**config.mk**
```make
export PLATFORM = sky130hd
export DESIGN_NAME = xyzcct_ctrl
export DESIGN_NICKNAME = d
export VERILOG_FILES = /design/src/hw/rtl/xyzcct_pkg.sv /design/src/hw/rtl/xyzcct_ctrl.sv
export SDC_FILE = /design/constraint.sdc
export NUM_CORES = 1
export LEC_CHECK = 0
export BUFFER_PORTS_ARGS = -buffer_cell sky130_fd_sc_hd__buf_2
export CAP_MARGIN = 30
export CORE_MARGIN = 4
export CORE_UTILIZATION = 30
export CTS_BUF_LIST = sky130_fd_sc_hd__clkbuf_2
export DETAILED_ROUTE_END_ITERATION = 6
export SETUP_SLACK_MARGIN = 0.5
export SLEW_MARGIN = 15
export SYNTH_ARGS = -nofsm -noshare
export SYNTH_HDL_FRONTEND = slang
export SYNTH_SLANG_ARGS = --single-unit
```
**constraint.sdc**
```tcl
create_clock -name aclk -period 4.23 [get_ports aclk]
set_input_delay 0 -clock aclk [delete_from_list [all_inputs] [get_ports aclk]]
set_output_delay 0 -clock aclk [all_outputs]
set_load 0.03 [all_outputs]
```
**src/hw/rtl/xyzcct_pkg.sv**
```systemverilog
// ----------------------------------------------------------------------------
// xyzcct_pkg
// Shared types, codes and isotemperature line tables for the XYZ to CCT block.
// ----------------------------------------------------------------------------
package xyzcct_pkg;

    localparam int LINES             = 31;
    localparam int IDX_W             = 5;
    localparam int CCT_FRAC_BITS_DEF = 4;
    localparam int CCT_W             = 24;
    localparam int DEN_W             = 37;
    localparam int UV_W              = 24;
    localparam int DIVR_W            = 42;
    localparam int DIVN_W            = 64;
    localparam int CNT_W             = 7;
    localparam int DIST_W            = 52;
    localparam int K_W               = 16;
    localparam int MIRED_W           = 42;
    localparam int P_W               = 33;
    localparam logic [CCT_W-1:0] CCT_MAX = '1;
    localparam logic [63:0] ALL_ONES = 64'hFFFF_FFFF_FFFF_FFFF;

    // result status codes
    typedef enum logic [1:0] {
        ST_OK    = 2'd0,
        ST_ZERO  = 2'd1,
        ST_RANGE = 2'd2
    } status_t;

    // datapath operations issued by the controller
    typedef enum logic [3:0] {
        OP_NOP,
        OP_LOAD,
        OP_UDIV,
        OP_UGET,
        OP_VDIV,
        OP_VGET,
        OP_WSTEP,
        OP_MUL,
        OP_NORM,
        OP_PDIV,
        OP_PGET,
        OP_MIRED,
        OP_CDIV,
        OP_CGET,
        OP_OUT
    } op_t;

    typedef struct packed {
        op_t     op;
        status_t code;
    } cmd_t;

    typedef struct packed {
        logic den_zero;
        logic div_busy;
        logic walk_found;
        logic walk_end;
        logic mul_last;
        logic norm_ok;
    } dp_stat_t;

    typedef struct packed {
        logic              start;
        logic [DIVR_W-1:0] divisor;
        logic [DIVR_W-1:0] rem_init;
        logic [DIVN_W-1:0] num_lo;
        logic [CNT_W-1:0]  count;
    } div_req_t;

    // table entry in units of 1e-5 to Q8.16, rounded to nearest
    function automatic logic [23:0] pq16(input logic [63:0] n);
        logic [63:0] t;
        t = (n * 64'd65536 + 64'd50000) / 64'd100000;
        return t[23:0];
    endfunction

    // 2^32 + t^2 for a Q8.16 slope magnitude
    function automatic logic [63:0] tsq(input logic [23:0] tm);
        return 64'h1_0000_0000 + 64'(tm) * 64'(tm);
    endfunction

    // integer square root, elaboration only
    function automatic logic [15:0] isqrt64(input logic [63:0] xin);
        logic [63:0] x;
        logic [63:0] res;
        logic [63:0] bitv;
        x    = xin;
        res  = 64'd0;
        bitv = 64'd1 << 62;
        while (bitv > x) bitv = bitv >> 2;
        while (bitv != 64'd0) begin
            if (x >= res + bitv) begin
                x   = x - (res + bitv);
                res = (res >> 1) + bitv;
            end else begin
                res = res >> 1;
            end
            bitv = bitv >> 2;
        end
        return res[15:0];
    endfunction

    localparam logic [23:0] LINE_U [LINES] = '{
        pq16(18006), pq16(18066), pq16(18133), pq16(18208), pq16(18293), pq16(18388),
        pq16(18494), pq16(18611), pq16(18740), pq16(18880), pq16(19032), pq16(19462),
        pq16(19962), pq16(20525), pq16(21142), pq16(21807), pq16(22511), pq16(23247),
        pq16(24010), pq16(24792), pq16(25591), pq16(26400), pq16(27218), pq16(28039),
        pq16(28863), pq16(29685), pq16(30505), pq16(31320), pq16(32129), pq16(32931),
        pq16(33724)
    };

    localparam logic [23:0] LINE_V [LINES] = '{
        pq16(26352), pq16(26589), pq16(26846), pq16(27119), pq16(27407), pq16(27709),
        pq16(28021), pq16(28342), pq16(28668), pq16(28997), pq16(29326), pq16(30141),
        pq16(30921), pq16(31647), pq16(32312), pq16(32909), pq16(33439), pq16(33904),
        pq16(34308), pq16(34655), pq16(34951), pq16(35200), pq16(35407), pq16(35577),
        pq16(35714), pq16(35823), pq16(35907), pq16(35968), pq16(36011), pq16(36038),
        pq16(36051)
    };

    // slope magnitudes, all slopes are negative
    localparam logic [23:0] LINE_TM [LINES] = '{
        pq16(24341), pq16(25479), pq16(26876), pq16(28539), pq16(30470),
        pq16(32675), pq16(35156), pq16(37915), pq16(40955), pq16(44278),
        pq16(47888), pq16(58204), pq16(70471), pq16(84901), pq16(101820),
        pq16(121680), pq16(145120), pq16(172980), pq16(206370), pq16(246810),
        pq16(296410), pq16(358140), pq16(436330), pq16(537620), pq16(672620),
        pq16(859550), pq16(1132400), pq16(1562800), pq16(2332500), pq16(4077000),
        pq16(11645000)
    };

    // distance scale, about 2^16/sqrt(1+t^2)
    localparam logic [K_W-1:0] LINE_K [LINES] = '{
        isqrt64(ALL_ONES / tsq(pq16(24341))),
        isqrt64(ALL_ONES / tsq(pq16(25479))),
        isqrt64(ALL_ONES / tsq(pq16(26876))),
        isqrt64(ALL_ONES / tsq(pq16(28539))),
        isqrt64(ALL_ONES / tsq(pq16(30470))),
        isqrt64(ALL_ONES / tsq(pq16(32675))),
        isqrt64(ALL_ONES / tsq(pq16(35156))),
        isqrt64(ALL_ONES / tsq(pq16(37915))),
        isqrt64(ALL_ONES / tsq(pq16(40955))),
        isqrt64(ALL_ONES / tsq(pq16(44278))),
        isqrt64(ALL_ONES / tsq(pq16(47888))),
        isqrt64(ALL_ONES / tsq(pq16(58204))),
        isqrt64(ALL_ONES / tsq(pq16(70471))),
        isqrt64(ALL_ONES / tsq(pq16(84901))),
        isqrt64(ALL_ONES / tsq(pq16(101820))),
        isqrt64(ALL_ONES / tsq(pq16(121680))),
        isqrt64(ALL_ONES / tsq(pq16(145120))),
        isqrt64(ALL_ONES / tsq(pq16(172980))),
        isqrt64(ALL_ONES / tsq(pq16(206370))),
        isqrt64(ALL_ONES / tsq(pq16(246810))),
        isqrt64(ALL_ONES / tsq(pq16(296410))),
        isqrt64(ALL_ONES / tsq(pq16(358140))),
        isqrt64(ALL_ONES / tsq(pq16(436330))),
        isqrt64(ALL_ONES / tsq(pq16(537620))),
        isqrt64(ALL_ONES / tsq(pq16(672620))),
        isqrt64(ALL_ONES / tsq(pq16(859550))),
        isqrt64(ALL_ONES / tsq(pq16(1132400))),
        isqrt64(ALL_ONES / tsq(pq16(1562800))),
        isqrt64(ALL_ONES / tsq(pq16(2332500))),
        isqrt64(ALL_ONES / tsq(pq16(4077000))),
        isqrt64(ALL_ONES / tsq(pq16(11645000)))
    };

    localparam logic [9:0] LINE_MIRED [LINES] = '{
        10'd0,   10'd10,  10'd20,  10'd30,  10'd40,  10'd50,  10'd60,  10'd70,
        10'd80,  10'd90,  10'd100, 10'd125, 10'd150, 10'd175, 10'd200, 10'd225,
        10'd250, 10'd275, 10'd300, 10'd325, 10'd350, 10'd375, 10'd400, 10'd425,
        10'd450, 10'd475, 10'd500, 10'd525, 10'd550, 10'd575, 10'd600
    };

endpackage

```
**src/hw/rtl/xyzcct_ctrl.sv**
```systemverilog
// ----------------------------------------------------------------------------
// xyzcct_ctrl
// Sequencer: issues datapath operations and runs both handshakes.
// ----------------------------------------------------------------------------
module xyzcct_ctrl
    import xyzcct_pkg::*;
(
    input  logic     aclk,
    input  logic     aresetn,
    input  logic     s_valid,
    output logic     s_ready,
    output logic     m_valid,
    input  logic     m_ready,
    input  dp_stat_t stat,
    output cmd_t     cmd
);

    typedef enum logic [3:0] {
        S_IDLE,
        S_ZCHK,
        S_UWAIT,
        S_VDIV,
        S_VWAIT,
        S_WALK,
        S_MUL,
        S_NORM,
        S_PWAIT,
        S_MIRED,
        S_CDIV,
        S_CWAIT,
        S_OUT
    } state_t;

    state_t  state_reg, state_next;
    status_t code_reg, code_next;
    logic    m_valid_reg, m_valid_next;

    assign s_ready = state_reg == S_IDLE;
    assign m_valid = m_valid_reg;

    // next state and operation
    always_comb begin
        state_next   = state_reg;
        code_next    = code_reg;
        m_valid_next = m_valid_reg && !m_ready;
        cmd.op       = OP_NOP;
        cmd.code     = code_reg;
        case (state_reg)
            S_IDLE: begin
                if (s_valid) begin
                    cmd.op     = OP_LOAD;
                    state_next = S_ZCHK;
                end
            end
            S_ZCHK: begin
                if (stat.den_zero) begin
                    code_next  = ST_ZERO;
                    state_next = S_OUT;
                end else begin
                    cmd.op     = OP_UDIV;
                    state_next = S_UWAIT;
                end
            end
            S_UWAIT: begin
                if (!stat.div_busy) begin
                    cmd.op     = OP_UGET;
                    state_next = S_VDIV;
                end
            end
            S_VDIV: begin
                cmd.op     = OP_VDIV;
                state_next = S_VWAIT;
            end
            S_VWAIT: begin
                if (!stat.div_busy) begin
                    cmd.op     = OP_VGET;
                    state_next = S_WALK;
                end
            end
            S_WALK: begin
                if (stat.walk_found) begin
                    state_next = S_MUL;
                end else if (stat.walk_end) begin
                    code_next  = ST_RANGE;
                    state_next = S_OUT;
                end else begin
                    cmd.op = OP_WSTEP;
                end
            end
            S_MUL: begin
                cmd.op = OP_MUL;
                if (stat.mul_last) begin
                    state_next = S_NORM;
                end
            end
            S_NORM: begin
                if (stat.norm_ok) begin
                    cmd.op     = OP_PDIV;
                    state_next = S_PWAIT;
                end else begin
                    cmd.op = OP_NORM;
                end
            end
            S_PWAIT: begin
                if (!stat.div_busy) begin
                    cmd.op     = OP_PGET;
                    state_next = S_MIRED;
                end
            end
            S_MIRED: begin
                cmd.op     = OP_MIRED;
                state_next = S_CDIV;
            end
            S_CDIV: begin
                cmd.op     = OP_CDIV;
                state_next = S_CWAIT;
            end
            S_CWAIT: begin
                if (!stat.div_busy) begin
                    cmd.op     = OP_CGET;
                    code_next  = ST_OK;
                    state_next = S_OUT;
                end
            end
            S_OUT: begin
                if (!m_valid_reg || m_ready) begin
                    cmd.op       = OP_OUT;
                    m_valid_next = 1'b1;
                    state_next   = S_IDLE;
                end
            end
            default: begin
                state_next = S_IDLE;
            end
        endcase
    end

    // state and registered outputs
    always_ff @(posedge aclk) begin
        if (!aresetn) begin
            state_reg   <= S_IDLE;
            code_reg    <= ST_OK;
            m_valid_reg <= 1'b0;
        end else begin
            state_reg   <= state_next;
            code_reg    <= code_next;
            m_valid_reg <= m_valid_next;
        end
    end

endmodule

```
==> impl_metrics.json <==
{
  "ys_ff_latch": 7,
  "synth-seq-area-share_pct": 19.8,
  "power_frac_comb_pct": 60.5,
  "yosys_warnings": 0,
  "max_freq_mhz": 388,
  "startpoint": "state_reg[2]$_SDFFE_PN0P_",
  "min_period_ns": 2.58,
  "dp_slack_ns": 1.96,
  "fin_setup_tns_ns": 0,
  "largest_reg_flops": 4,
  "die_area_mm2": 0.00320,
  "relSlewSlack_pct": 50.5,
  "avgViaCountPerCell": 5.65,
  "rows": 17,
  "grt.met1_usage_pct": 19.1,
  "htree_levels": 1,
  "syn_nets": 109,
  "clk_latency_ns": 0.23,
  "synth-edff-count": 0,
  "setup_ws_ns": 1.65,
  "cts_tree": "built",
  "grt_max_degree": 24,
  "antenna_left": 0,
  "grt_pass1_vias": 760,
  "seq_power_share_pct": 30.1,
  "setup_violations": 0,
  "die_h_um": 56.5,
  "clkPwrFrac_pct": 9.4,
  "reg2reg_depth": 4,
  "areaGrowthSynthToFinish_pct": 13.6,
  "ys_top_cells_by_count": "nand2_1, o21ai_0, dfxtp_1",
  "worst_slew_pin_slew_ns": 0.732,
  "drc_errors": 0,
  "cts_made_buffers": 3,
  "critPathLaunchType": "flop",
  "synthTopCellsByArea": "dfxtp_1, nand2_1, o21ai_0, a22o_1, inv_1",
  "io_buffers": 17,
  "core_area_mm2": 0.00223,
  "nFillCells": 246,
  "cts_resized": 0,
  "synth.avg_cell_area_um2": 7.14,
  "synth_top_area_cell": "dfxtp_1",
  "dp_hpwl_um": 1420,
  "pwr_density_cell_mw_per_mm2": 656,
  "path_clk_slew_ns": 0.08,
  "drive_above_1_share_pct": 22.5,
  "grt_usage_pct": 13.5,
  "critPathArrivalTime_ns": 2.58,
  "clockBufferDepth": 2,
  "antennaDiodeCount": 0,
  "final_net_count": 122,
  "end_kind": "primary output",
  "vias": 785,
  "hp-start": "stat[2]",
  "top_usage_layer": "met1",
  "worstPathMaxFanout": 18,
  "wl_per_cell_um": 13.9,
  "yosysTopAreaCellShare_pct": 19.8,
  "drv_slew": 0,
  "status": "finished, final reports clean",
  "fp.dieW_um": 56.5,
  "final_hold_viol_count": 0,
  "netlist_area_um2": 707,
  "ioPinCount": 18,
  "leakage_nw": 0.334,
  "cts.sink_count": 7,
  "vdd.ir_drop.worst_uv": 398,
  "start_util_pct": 31.7,
  "cts_hold_buf": 0,
  "grtUsageMet3_pct": 4.37,
  "worstSetupPathType": "reg -> out",
  "ys_types": 44,
  "postCtsSetupBuffers": 0,
  "rrSetupSlack_ns": 1.90,
  "place.gp.congestion": 0.818,
  "antenna_found_initial": 0,
  "p_sw_share_pct": 54.9,
  "p_int_mw": 0.238,
  "min_path_type": "in -> reg",
  "skew_ns": 0.0122,
  "clockRootBuffer": "clkbuf_2",
  "synth_top_flop_cell": "dfxtp_1",
  "drt-initial-drc-count": 23,
  "drtPass1Iterations": 4,
  "synth_most_common_cell": "nand2_1",
  "wl_um": 1940,
  "p_sw_mw": 0.289,
  "synthCells": 99,
  "grt_util_met2_pct": 18.8,
  "grt-ovfl-total": 0,
  "cap_violations": 0,
  "whs_path_depth": 3,
  "post-route-period-util_pct": 60.9,
  "synthArstFlopShare_pct": 0,
  "crit_required_ns": 4.23,
  "rsz0062_at_grt": "no",
  "grt_pass1_wl_um": 3510,
  "timing.rr.start": "state_reg[2]$_SDFFE_PN0P_"
}
[cells in the final DEF, fill, tap and decap left out, types with 2 or more instances in the layout]
master,count
a21oi_1,4
a22o_1,3
a31oi_1,3
buf_2,17
clkbuf_2,4
dfxtp_1,7
inv_1,6
mux2i_1,2
nand2_1,13
nand2b_1,3
nor2_1,4
nor2b_1,3
nor3_1,2
nor4_1,3
nor4b_1,2
o21ai_0,8
xor2_1,2
[routing by layer]
layer	share of wire [%]	vias to the layer above
li1	-	393
met1	48	359
met2	43	31
met3	9.1	2
met4	0.62	0
met5	0	-
[power by group through the flow]
stage	logic [mW]	clock network, mW	registers [mW]
finish	0.319	0.0496	0.158
global route	0.355	0.0558	0.170
CTS	0.318	0.0525	0.156
detailed placement	0.317	0	0.158
global placement	0.313	0	0.154
floorplan	0.303	0	0.103
[stage by stage]
step	cells	area (µm²)	hold WS, ns	utilization, %	total power, mW
final	139	803	0.0869	36.0	0.527
after global routing	139	803	0.0983	36.0	0.581
after CTS	139	803	0.0701	36.0	0.527
after detailed placement	135	783	0.338	35.1	0.474
after global placement	135	783	0.333	35.1	0.467
after floorplan	99	707	0.183	-	0.406
[layout make-up]
cell class	instances	area (µm²)	area share, %
sequential	7	140	17.4
timing repair buffer	17	85.1	10.6
inverter	7	26.3	3.27
tap	28	35.0	4.36
multi-input combinational	76	497	61.8
clock buffer	4	20.0	2.49
[kinds of logic after synthesis]
| logic type | Yosys count | synth area share [%] |
|---|---|---|
| simple gates | 39 | 30.8 |
| buf+inv | 16 | 9.91 |
| compound gates | 33 | 34.2 |
| xor+xnor | 2 | 2.48 |
| flops | 7 | 19.8 |
| mux | 2 | 2.83 |
[worst paths after layout]
path | end
worst min register to register | code_reg[1]$_SDFFE_PN0P_
worst max register to register | state_reg[2]$_SDFFE_PN0P_
worst min-delay path | code_reg[1]$_SDFFE_PN0P_
worst max-delay path | cmd[4]
[worst max-delay path: stages, from the launching register on]
cell	delay (ns)
dfxtp_1	0.66
clkinv_1	0.39
nor4b_1	0.75
a31oi_1	0.15
o311ai_0	0.14
buf_2	0.26
(Power assumes the default switching activity.)
