`config.mk`:
```
export PLATFORM = sky130hd
export DESIGN_NAME = xyzcct_dp
export DESIGN_NICKNAME = d
export VERILOG_FILES = /design/src/hw/rtl/xyzcct_pkg.sv /design/src/hw/rtl/xyzcct_div.sv /design/src/hw/rtl/xyzcct_dp.sv
export SDC_FILE = /design/constraint.sdc
export NUM_CORES = 2
export LEC_CHECK = 0
export ABC_AREA = 1
export BUFFER_PORTS_ARGS = -buffer_cell sky130_fd_sc_hd__clkbuf_2
export CORE_ASPECT_RATIO = 0.5
export CORE_MARGIN = 2
export CORE_UTILIZATION = 50
export CTS_CLUSTER_SIZE = 14
export DETAILED_ROUTE_END_ITERATION = 10
export GPL_ROUTABILITY_DRIVEN = 0
export GPL_TIMING_DRIVEN = 0
export HOLD_SLACK_MARGIN = 0.12
export PLACE_DENSITY_LB_ADDON = 0.1
export REMOVE_ABC_BUFFERS = 1
export SETUP_SLACK_MARGIN = 0.4
export SKIP_LAST_GASP = 1
export SLEW_MARGIN = 30
export SYNTH_ARGS = -nofsm -noshare
export SYNTH_HDL_FRONTEND = slang
export SYNTH_SLANG_ARGS = --single-unit
```
`constraint.sdc`:
```
create_clock -name aclk -period 27.7 [get_ports aclk]
set_input_delay 4.155 -clock aclk [delete_from_list [all_inputs] [get_ports aclk]]
set_output_delay 4.155 -clock aclk [all_outputs]
set_load 0.05 [all_outputs]
```
`src/hw/rtl/xyzcct_pkg.sv`:
```
// ----------------------------------------------------------------------------
// xyzcct_pkg
// Shared types, codes and isotemperature line tables for the XYZ to CCT block.
// ----------------------------------------------------------------------------
package xyzcct_pkg;

    localparam int LINES             = 31;
    localparam int IDX_W             = 5;
    localparam int CCT_FRAC_BITS_DEF = 4;
    localparam int CCT_W             = 24;
    localparam int DEN_W             = 37;
    localparam int UV_W              = 24;
    localparam int DIVR_W            = 42;
    localparam int DIVN_W            = 64;
    localparam int CNT_W             = 7;
    localparam int DIST_W            = 52;
    localparam int K_W               = 16;
    localparam int MIRED_W           = 42;
    localparam int P_W               = 33;
    localparam logic [CCT_W-1:0] CCT_MAX = '1;
    localparam logic [63:0] ALL_ONES = 64'hFFFF_FFFF_FFFF_FFFF;

    // result status codes
    typedef enum logic [1:0] {
        ST_OK    = 2'd0,
        ST_ZERO  = 2'd1,
        ST_RANGE = 2'd2
    } status_t;

    // datapath operations issued by the controller
    typedef enum logic [3:0] {
        OP_NOP,
        OP_LOAD,
        OP_UDIV,
        OP_UGET,
        OP_VDIV,
        OP_VGET,
        OP_WSTEP,
        OP_MUL,
        OP_NORM,
        OP_PDIV,
        OP_PGET,
        OP_MIRED,
        OP_CDIV,
        OP_CGET,
        OP_OUT
    } op_t;

    typedef struct packed {
        op_t     op;
        status_t code;
    } cmd_t;

    typedef struct packed {
        logic den_zero;
        logic div_busy;
        logic walk_found;
        logic walk_end;
        logic mul_last;
        logic norm_ok;
    } dp_stat_t;

    typedef struct packed {
        logic              start;
        logic [DIVR_W-1:0] divisor;
        logic [DIVR_W-1:0] rem_init;
        logic [DIVN_W-1:0] num_lo;
        logic [CNT_W-1:0]  count;
    } div_req_t;

    // table entry in units of 1e-5 to Q8.16, rounded to nearest
    function automatic logic [23:0] pq16(input logic [63:0] n);
        logic [63:0] t;
        t = (n * 64'd65536 + 64'd50000) / 64'd100000;
        return t[23:0];
    endfunction

    // 2^32 + t^2 for a Q8.16 slope magnitude
    function automatic logic [63:0] tsq(input logic [23:0] tm);
        return 64'h1_0000_0000 + 64'(tm) * 64'(tm);
    endfunction

    // integer square root, elaboration only
    function automatic logic [15:0] isqrt64(input logic [63:0] xin);
        logic [63:0] x;
        logic [63:0] res;
        logic [63:0] bitv;
        x    = xin;
        res  = 64'd0;
        bitv = 64'd1 << 62;
        while (bitv > x) bitv = bitv >> 2;
        while (bitv != 64'd0) begin
            if (x >= res + bitv) begin
                x   = x - (res + bitv);
                res = (res >> 1) + bitv;
            end else begin
                res = res >> 1;
            end
            bitv = bitv >> 2;
        end
        return res[15:0];
    endfunction

    localparam logic [23:0] LINE_U [LINES] = '{
        pq16(18006), pq16(18066), pq16(18133), pq16(18208), pq16(18293), pq16(18388),
        pq16(18494), pq16(18611), pq16(18740), pq16(18880), pq16(19032), pq16(19462),
        pq16(19962), pq16(20525), pq16(21142), pq16(21807), pq16(22511), pq16(23247),
        pq16(24010), pq16(24792), pq16(25591), pq16(26400), pq16(27218), pq16(28039),
        pq16(28863), pq16(29685), pq16(30505), pq16(31320), pq16(32129), pq16(32931),
        pq16(33724)
    };

    localparam logic [23:0] LINE_V [LINES] = '{
        pq16(26352), pq16(26589), pq16(26846), pq16(27119), pq16(27407), pq16(27709),
        pq16(28021), pq16(28342), pq16(28668), pq16(28997), pq16(29326), pq16(30141),
        pq16(30921), pq16(31647), pq16(32312), pq16(32909), pq16(33439), pq16(33904),
        pq16(34308), pq16(34655), pq16(34951), pq16(35200), pq16(35407), pq16(35577),
        pq16(35714), pq16(35823), pq16(35907), pq16(35968), pq16(36011), pq16(36038),
        pq16(36051)
    };

    // slope magnitudes, all slopes are negative
    localparam logic [23:0] LINE_TM [LINES] = '{
        pq16(24341), pq16(25479), pq16(26876), pq16(28539), pq16(30470),
        pq16(32675), pq16(35156), pq16(37915), pq16(40955), pq16(44278),
        pq16(47888), pq16(58204), pq16(70471), pq16(84901), pq16(101820),
        pq16(121680), pq16(145120), pq16(172980), pq16(206370), pq16(246810),
        pq16(296410), pq16(358140), pq16(436330), pq16(537620), pq16(672620),
        pq16(859550), pq16(1132400), pq16(1562800), pq16(2332500), pq16(4077000),
        pq16(11645000)
    };

    // distance scale, about 2^16/sqrt(1+t^2)
    localparam logic [K_W-1:0] LINE_K [LINES] = '{
        isqrt64(ALL_ONES / tsq(pq16(24341))),
        isqrt64(ALL_ONES / tsq(pq16(25479))),
        isqrt64(ALL_ONES / tsq(pq16(26876))),
        isqrt64(ALL_ONES / tsq(pq16(28539))),
        isqrt64(ALL_ONES / tsq(pq16(30470))),
        isqrt64(ALL_ONES / tsq(pq16(32675))),
        isqrt64(ALL_ONES / tsq(pq16(35156))),
        isqrt64(ALL_ONES / tsq(pq16(37915))),
        isqrt64(ALL_ONES / tsq(pq16(40955))),
        isqrt64(ALL_ONES / tsq(pq16(44278))),
        isqrt64(ALL_ONES / tsq(pq16(47888))),
        isqrt64(ALL_ONES / tsq(pq16(58204))),
        isqrt64(ALL_ONES / tsq(pq16(70471))),
        isqrt64(ALL_ONES / tsq(pq16(84901))),
        isqrt64(ALL_ONES / tsq(pq16(101820))),
        isqrt64(ALL_ONES / tsq(pq16(121680))),
        isqrt64(ALL_ONES / tsq(pq16(145120))),
        isqrt64(ALL_ONES / tsq(pq16(172980))),
        isqrt64(ALL_ONES / tsq(pq16(206370))),
        isqrt64(ALL_ONES / tsq(pq16(246810))),
        isqrt64(ALL_ONES / tsq(pq16(296410))),
        isqrt64(ALL_ONES / tsq(pq16(358140))),
        isqrt64(ALL_ONES / tsq(pq16(436330))),
        isqrt64(ALL_ONES / tsq(pq16(537620))),
        isqrt64(ALL_ONES / tsq(pq16(672620))),
        isqrt64(ALL_ONES / tsq(pq16(859550))),
        isqrt64(ALL_ONES / tsq(pq16(1132400))),
        isqrt64(ALL_ONES / tsq(pq16(1562800))),
        isqrt64(ALL_ONES / tsq(pq16(2332500))),
        isqrt64(ALL_ONES / tsq(pq16(4077000))),
        isqrt64(ALL_ONES / tsq(pq16(11645000)))
    };

    localparam logic [9:0] LINE_MIRED [LINES] = '{
        10'd0,   10'd10,  10'd20,  10'd30,  10'd40,  10'd50,  10'd60,  10'd70,
        10'd80,  10'd90,  10'd100, 10'd125, 10'd150, 10'd175, 10'd200, 10'd225,
        10'd250, 10'd275, 10'd300, 10'd325, 10'd350, 10'd375, 10'd400, 10'd425,
        10'd450, 10'd475, 10'd500, 10'd525, 10'd550, 10'd575, 10'd600
    };

endpackage

```
`src/hw/rtl/xyzcct_div.sv`:
```
// ----------------------------------------------------------------------------
// xyzcct_div
// Shared restoring divider, one quotient bit per cycle.
// ----------------------------------------------------------------------------
module xyzcct_div
    import xyzcct_pkg::*;
(
    input  logic              aclk,
    input  logic              aresetn,
    input  div_req_t          req,
    output logic              busy,
    output logic [DIVN_W-1:0] quot
);

    logic              busy_reg;
    logic [CNT_W-1:0]  cnt_reg;
    logic [DIVR_W-1:0] rem_reg;
    logic [DIVR_W-1:0] dvs_reg;
    logic [DIVN_W-1:0] nsh_reg;
    logic [DIVN_W-1:0] q_reg;
    logic [DIVR_W:0]   trial;
    logic              fits;

    // trial subtract of the next partial remainder
    assign trial = {rem_reg, nsh_reg[DIVN_W-1]};
    assign fits  = trial >= {1'b0, dvs_reg};

    // control
    always_ff @(posedge aclk) begin
        if (!aresetn) begin
            busy_reg <= 1'b0;
            cnt_reg  <= '0;
        end else if (req.start) begin
            busy_reg <= 1'b1;
            cnt_reg  <= req.count;
        end else if (busy_reg) begin
            busy_reg <= cnt_reg != CNT_W'(1);
            cnt_reg  <= cnt_reg - CNT_W'(1);
        end
    end

    // remainder and quotient
    always_ff @(posedge aclk) begin
        if (req.start) begin
            rem_reg <= req.rem_init;
            dvs_reg <= req.divisor;
            nsh_reg <= req.num_lo;
            q_reg   <= '0;
        end else if (busy_reg) begin
            rem_reg <= fits ? DIVR_W'(trial - {1'b0, dvs_reg}) : trial[DIVR_W-1:0];
            nsh_reg <= {nsh_reg[DIVN_W-2:0], 1'b0};
            q_reg   <= {q_reg[DIVN_W-2:0], fits};
        end
    end

    assign busy = busy_reg;
    assign quot = q_reg;

endmodule

```
`src/hw/rtl/xyzcct_dp.sv`:
```
// ----------------------------------------------------------------------------
// xyzcct_dp
// Datapath: chromaticity, line walk, weighting, interpolation, result.
// ----------------------------------------------------------------------------
module xyzcct_dp
    import xyzcct_pkg::*;
#(
    parameter int CCT_FRAC_BITS = CCT_FRAC_BITS_DEF
)
(
    input  logic             aclk,
    input  logic             aresetn,
    input  cmd_t             cmd,
    input  logic [31:0]      s_tristim_x,
    input  logic [31:0]      s_tristim_y,
    input  logic [31:0]      s_tristim_z,
    output dp_stat_t         stat,
    output logic [CCT_W-1:0] m_cct_sixteenths,
    output logic [1:0]       m_status
);

    localparam logic [63:0] NUM_BASE = 64'd1000000 << (CCT_FRAC_BITS + 32);

    logic [31:0]              x_reg, y_reg;
    logic [DEN_W-1:0]         den_reg;
    logic [UV_W-1:0]          u_reg, v_reg;
    logic [IDX_W-1:0]         idx_reg;
    logic                     found_reg, end_reg;
    logic signed [DIST_W-1:0] dprev_reg, dcur_reg;
    logic [1:0]               mph_reg;
    logic [63:0]              a_reg, b_reg;
    logic [P_W-1:0]           p_reg;
    logic [MIRED_W-1:0]       mired_reg;
    logic [CCT_W-1:0]         cct_reg;
    logic [CCT_W-1:0]         cct_out_reg;
    status_t                  status_reg;

    div_req_t          dreq;
    logic              dbusy;
    logic [DIVN_W-1:0] dquot;

    logic [IDX_W-1:0]         idx_prev;
    logic signed [25:0]       dv, du;
    logic signed [49:0]       tprod;
    logic signed [DIST_W-1:0] dist_now;
    logic [DIST_W-1:0]        magp, magc, msrc;
    logic [25:0]              mhalf;
    logic [K_W-1:0]           kval;
    logic [41:0]              mprod;
    logic [64:0]              sum;
    logic [33:0]              y3;
    logic [4:0]               dmired;
    logic [37:0]              wprod;

    xyzcct_div u_div (
        .aclk    (aclk),
        .aresetn (aresetn),
        .req     (dreq),
        .busy    (dbusy),
        .quot    (dquot)
    );

    assign idx_prev = idx_reg - IDX_W'(1);
    assign y3       = {1'b0, y_reg, 1'b0} + {2'b00, y_reg};

    // signed distance to the current line
    assign dv    = $signed({2'b00, v_reg}) - $signed({3'b000, LINE_V[idx_reg][15:0], 7'd0});
    assign du    = $signed({2'b00, u_reg}) - $signed({3'b000, LINE_U[idx_reg][15:0], 7'd0});
    assign tprod = $signed({1'b0, LINE_TM[idx_reg][22:0]}) * du;
    assign dist_now = $signed({{10{dv[25]}}, dv, 16'd0}) + $signed({{2{tprod[49]}}, tprod});

    // distance magnitudes times scale, two partial products each
    assign magp  = dprev_reg[DIST_W-1] ? (~dprev_reg + DIST_W'(1)) : dprev_reg;
    assign magc  = dcur_reg[DIST_W-1] ? (~dcur_reg + DIST_W'(1)) : dcur_reg;
    assign msrc  = mph_reg[1] ? magc : magp;
    assign mhalf = mph_reg[0] ? msrc[51:26] : msrc[25:0];
    assign kval  = mph_reg[1] ? LINE_K[idx_reg] : LINE_K[idx_prev];
    assign mprod = mhalf * kval;

    assign sum    = {1'b0, a_reg} + {1'b0, b_reg};
    assign dmired = 5'(LINE_MIRED[idx_reg] - LINE_MIRED[idx_prev]);
    assign wprod  = dmired * p_reg;

    // divider requests
    always_comb begin
        dreq = '0;
        case (cmd.op)
            OP_UDIV: begin
                dreq.start    = 1'b1;
                dreq.divisor  = DIVR_W'(den_reg);
                dreq.rem_init = DIVR_W'(x_reg[31:1]);
                dreq.num_lo   = {x_reg[0], 63'd0};
                dreq.count    = CNT_W'(26);
            end
            OP_VDIV: begin
                dreq.start    = 1'b1;
                dreq.divisor  = DIVR_W'(den_reg);
                dreq.rem_init = DIVR_W'(y3);
                dreq.count    = CNT_W'(24);
            end
            OP_PDIV: begin
                dreq.start    = 1'b1;
                dreq.divisor  = DIVR_W'(sum[31:0]);
                dreq.rem_init = DIVR_W'(a_reg[31:1]);
                dreq.num_lo   = {a_reg[0], 63'd0};
                dreq.count    = CNT_W'(33);
            end
            OP_CDIV: begin
                dreq.start    = 1'b1;
                dreq.divisor  = mired_reg;
                dreq.num_lo   = NUM_BASE + 64'(mired_reg[MIRED_W-1:1]);
                dreq.count    = CNT_W'(64);
            end
            default: begin
                dreq = '0;
            end
        endcase
    end

    // walk and multiply control flags
    always_ff @(posedge aclk) begin
        if (!aresetn) begin
            idx_reg   <= '0;
            found_reg <= 1'b0;
            end_reg   <= 1'b0;
            mph_reg   <= '0;
        end else begin
            case (cmd.op)
                OP_VGET: begin
                    idx_reg   <= '0;
                    found_reg <= 1'b0;
                    end_reg   <= 1'b0;
                    mph_reg   <= '0;
                end
                OP_WSTEP: begin
                    if (!found_reg && !end_reg) begin
                        if (idx_reg != '0 && dist_now[DIST_W-1] != dprev_reg[DIST_W-1]) begin
                            found_reg <= 1'b1;
                        end else if (idx_reg == IDX_W'(LINES - 1)) begin
                            end_reg <= 1'b1;
                        end else begin
                            idx_reg <= idx_reg + IDX_W'(1);
                        end
                    end
                end
                OP_MUL: begin
                    mph_reg <= mph_reg + 2'd1;
                end
                default: begin
                end
            endcase
        end
    end

    // payload registers
    always_ff @(posedge aclk) begin
        case (cmd.op)
            OP_LOAD: begin
                x_reg   <= s_tristim_x;
                y_reg   <= s_tristim_y;
                den_reg <= {5'd0, s_tristim_x} + ({5'd0, s_tristim_y} << 4)
                         - {5'd0, s_tristim_y} + ({5'd0, s_tristim_z} << 1)
                         + {5'd0, s_tristim_z};
            end
            OP_UGET: begin
                u_reg <= (dquot[63:24] != '0) ? '1 : dquot[23:0];
            end
            OP_VGET: begin
                v_reg <= dquot[23:0];
            end
            OP_WSTEP: begin
                if (!found_reg && !end_reg) begin
                    if (idx_reg != '0 && dist_now[DIST_W-1] != dprev_reg[DIST_W-1]) begin
                        dcur_reg <= dist_now;
                    end else begin
                        dprev_reg <= dist_now;
                    end
                end
            end
            OP_MUL: begin
                case (mph_reg)
                    2'd0:    a_reg <= 64'(mprod);
                    2'd1:    a_reg <= a_reg + (64'(mprod) << 26);
                    2'd2:    b_reg <= 64'(mprod);
                    default: b_reg <= b_reg + (64'(mprod) << 26);
                endcase
            end
            OP_NORM: begin
                a_reg <= a_reg >> 1;
                b_reg <= b_reg >> 1;
            end
            OP_PGET: begin
                p_reg <= (sum[31:0] == '0) ? '0 : dquot[P_W-1:0];
            end
            OP_MIRED: begin
                mired_reg <= {LINE_MIRED[idx_prev], 32'd0} + MIRED_W'(wprod);
            end
            OP_CGET: begin
                cct_reg <= (mired_reg == '0 || dquot[63:24] != '0) ? CCT_MAX : dquot[23:0];
            end
            OP_OUT: begin
                status_reg  <= cmd.code;
                cct_out_reg <= (cmd.code == ST_OK) ? cct_reg : '0;
            end
            default: begin
            end
        endcase
    end

    // status to the controller
    assign stat.den_zero   = den_reg == '0;
    assign stat.div_busy   = dbusy;
    assign stat.walk_found = found_reg;
    assign stat.walk_end   = end_reg;
    assign stat.mul_last   = mph_reg == 2'd3;
    assign stat.norm_ok    = sum[64:32] == '0;

    assign m_cct_sixteenths = cct_out_reg;
    assign m_status         = status_reg;

endmodule

```
==> flow_summary.ini <==
[cts]
cts_sinks = 731
ctsHoldBuffers = 0
cts_buffer_depth = 3
cts_tree = yes
clk_pin_slew_ns = 0.07
htreeDepth = 3
cts-buffers-inserted = 78
ctsResizeCount = 0
postCtsSetupRepairBufs = 0
root_buffer = clkbuf_16
clk_latency_ns = 0.70

[yosys]
ys.flop_type = edfxtp_1
syn_area_per_cell_sq_um = 7.79
netlist_instances = 12500
synth_edf_count = 650
mappedNetlistArea_sq_um = 97000
ys_warn_count = 0
synth-seq-area-share = 0.218
ys_ff_latch = 731
synth_cell_types = 81
async_flop_share = 0

[sta]
slew_violations = 0
hold_violations = 0
fmax_mhz = 68.9
setup_viol = 0
relSlewSlack = 0.258
period_minus_slack_ns = 14.51
fin_crit_sh = 0.524
worst_slew_pin_slew_ns = 1.10
fin_setup_tns_ns = 0
fin_skew_ns = 0.0308
rsz0062_at_grt = false

[critical_path]
crit_type = flip-flop to flip-flop
cpMaxStageDelayCell = fa_1
r2r_start = idx_reg[0]
worst_setup_path_start_kind = flip-flop
slowest_delay_ns = 1.22
r2r_end = dprev_reg[20]
crit_top_cell = inv_1
regToRegSetupSlack_ns = 13.19
rr_worst_depth = 40
cp_max_fo = 50
critPathRequiredTime_ns = 28.01
crit_arrival_ns = 14.81
critPathCaptureType = flip-flop

[final_layout]
multi_input_area_sq_um = 64800
area_growth_syn_to_layout_pct = 6.77
n_antenna_cell = 0
final_cells = 15100
n_fill_cell = 18500
final_common_cell = inv_1
drive_gt1_frac = 0.0423
nets = 14300
seqCellArea_sq_um = 21100
mostFrequentLayoutCells = 2566 x inv_1, 2553 x nand2_1, 1293 x nor2_1

[detailed_routing]
wl_per_cell_microns = 21.4
ant_nets = 0
firstDrtPassIters = 6
routed_via_density = 5.65
num_vias = 85200
drtIter0Drc = 9034
drt_wl_total_microns = 322000
drcViolationCount = 0

[global_route]
grt-ovfl-total = 0
grt_pass1_wl_microns = 489000
grt_use_met3 = 0.0656
grt_usage = 0.323
grt_pass1_vias = 82000
antenna_found_initial = 6
met2_usage = 0.485
grt.busiest_layer = met2
grt_max_degree = 92
use_met1 = 0.466

[floorplanning]
rows = 114
initial_core_util = 0.503
fp.dieH_microns = 315
io-pin-count = 136
chipWidth_microns = 627
coreArea_sq_um = 193000
die_area_sq_um = 198000

[place]
dp_hpwl_microns = 265000
dp_cells = 14900
numPortBuffers = 135

[hold_path]
hold_depth = 0
min_to = v_reg[18]
min_from = u_div.quot[18]
hold_path_class = flip-flop to flip-flop

[job]
drv_cap = 0

[outcome]
status = complete, no violations
==> worst max-delay path, delay by kind of cell (launching register included) <==
| kind | cells | cell delay, ns |
|---|---|---|
| fa+ha+maj | 11 | 6.49 |
| simple gates | 17 | 3.57 |
| buf+inv | 11 | 2.25 |
| flops | 1 | 0.98 |
| compound gates | 1 | 0.67 |
==> final cells by class <==
cell class              instances  area share
flip-flops and latches        731       0.204
inverters                    2624      0.0953
clock inverters                44     0.00431
clock buffers                  95      0.0198
well taps                    2610      0.0315
multi-input cells            8772       0.626
repair buffers                200      0.0191
==> per-layer routing <==
metal | part of all wire | vias to the layer above
met2 | 0.42 | 3969
met3 | 0.10 | 700
met5 | 0.000084 | -
met4 | 0.040 | 4
li1 | - | 39300
met1 | 0.43 | 41200
==> through the flow <==
stage	instance area, sq um	setup slack, ns	utilization	hold slack, ns
finish	104000	13.19	0.537	0.466
global route	104000	12.72	0.537	0.483
global placement	99400	11.04	0.515	0.448
CTS	104000	13.53	0.537	0.468
detailed placement	101000	13.59	0.524	0.452
floorplan	95500	16.09	-	0.430
==> worst max path at each step <==
stage	from	endpoint	slack, ns	cells past startpoint
2_1_floorplan	idx_reg[2]	dprev_reg[0]	16.09	40
3_3_place_gp	cmd[4]	b_reg[3]	11.04	6
3_5_place_dp	idx_reg[0]	dprev_reg[45]	13.59	45
4_1_cts	idx_reg[0]	dprev_reg[20]	13.53	45
5_1_grt	idx_reg[0]	dprev_reg[20]	12.72	50
6_report	idx_reg[0]	dprev_reg[20]	13.19	40
==> cells by family (layout without fill, tap and decap cells) <==
family          after synthesis  after routing  synth area share
fa+ha+maj                  1826           1826             0.325
compound gates             1763           1763             0.105
xor+xnor                    274            274            0.0248
simple gates               4909           4909             0.209
buf+inv                    2954           2963             0.117
flops                       731            731             0.218
==> synthesized netlist by cell type (all sizes together) (26+ instances only) <==
| cell type | instances | area share |
|---|---|---|
| nand2 | 2583 | 0.10 |
| nand3 | 621 | 0.033 |
| a21oi | 624 | 0.032 |
| edfxtp | 650 | 0.20 |
| clkbuf | 198 | 0.0081 |
| or2 | 30 | 0.0019 |
| nand4 | 127 | 0.0082 |
| buf | 132 | 0.0078 |
| ha | 669 | 0.086 |
| o22ai | 105 | 0.0068 |
| o21bai | 80 | 0.0062 |
| o221ai | 26 | 0.0025 |
| a21o | 63 | 0.0049 |
| nor4 | 56 | 0.0036 |
| nor2 | 1330 | 0.052 |
| nand3b | 26 | 0.0021 |
| a31oi | 69 | 0.0044 |
| xor2 | 181 | 0.016 |
| fa | 1157 | 0.24 |
| inv | 2611 | 0.10 |
| dfxtp | 81 | 0.017 |
| o21ai | 576 | 0.030 |
| nor3 | 112 | 0.0062 |
| o211ai | 54 | 0.0042 |
| o21a | 27 | 0.0021 |
| xnor2 | 93 | 0.0084 |
Power is left out: the tool's default activity adds up to more than one toggle a clock period on the data nets, which glitch-free logic cannot reach.
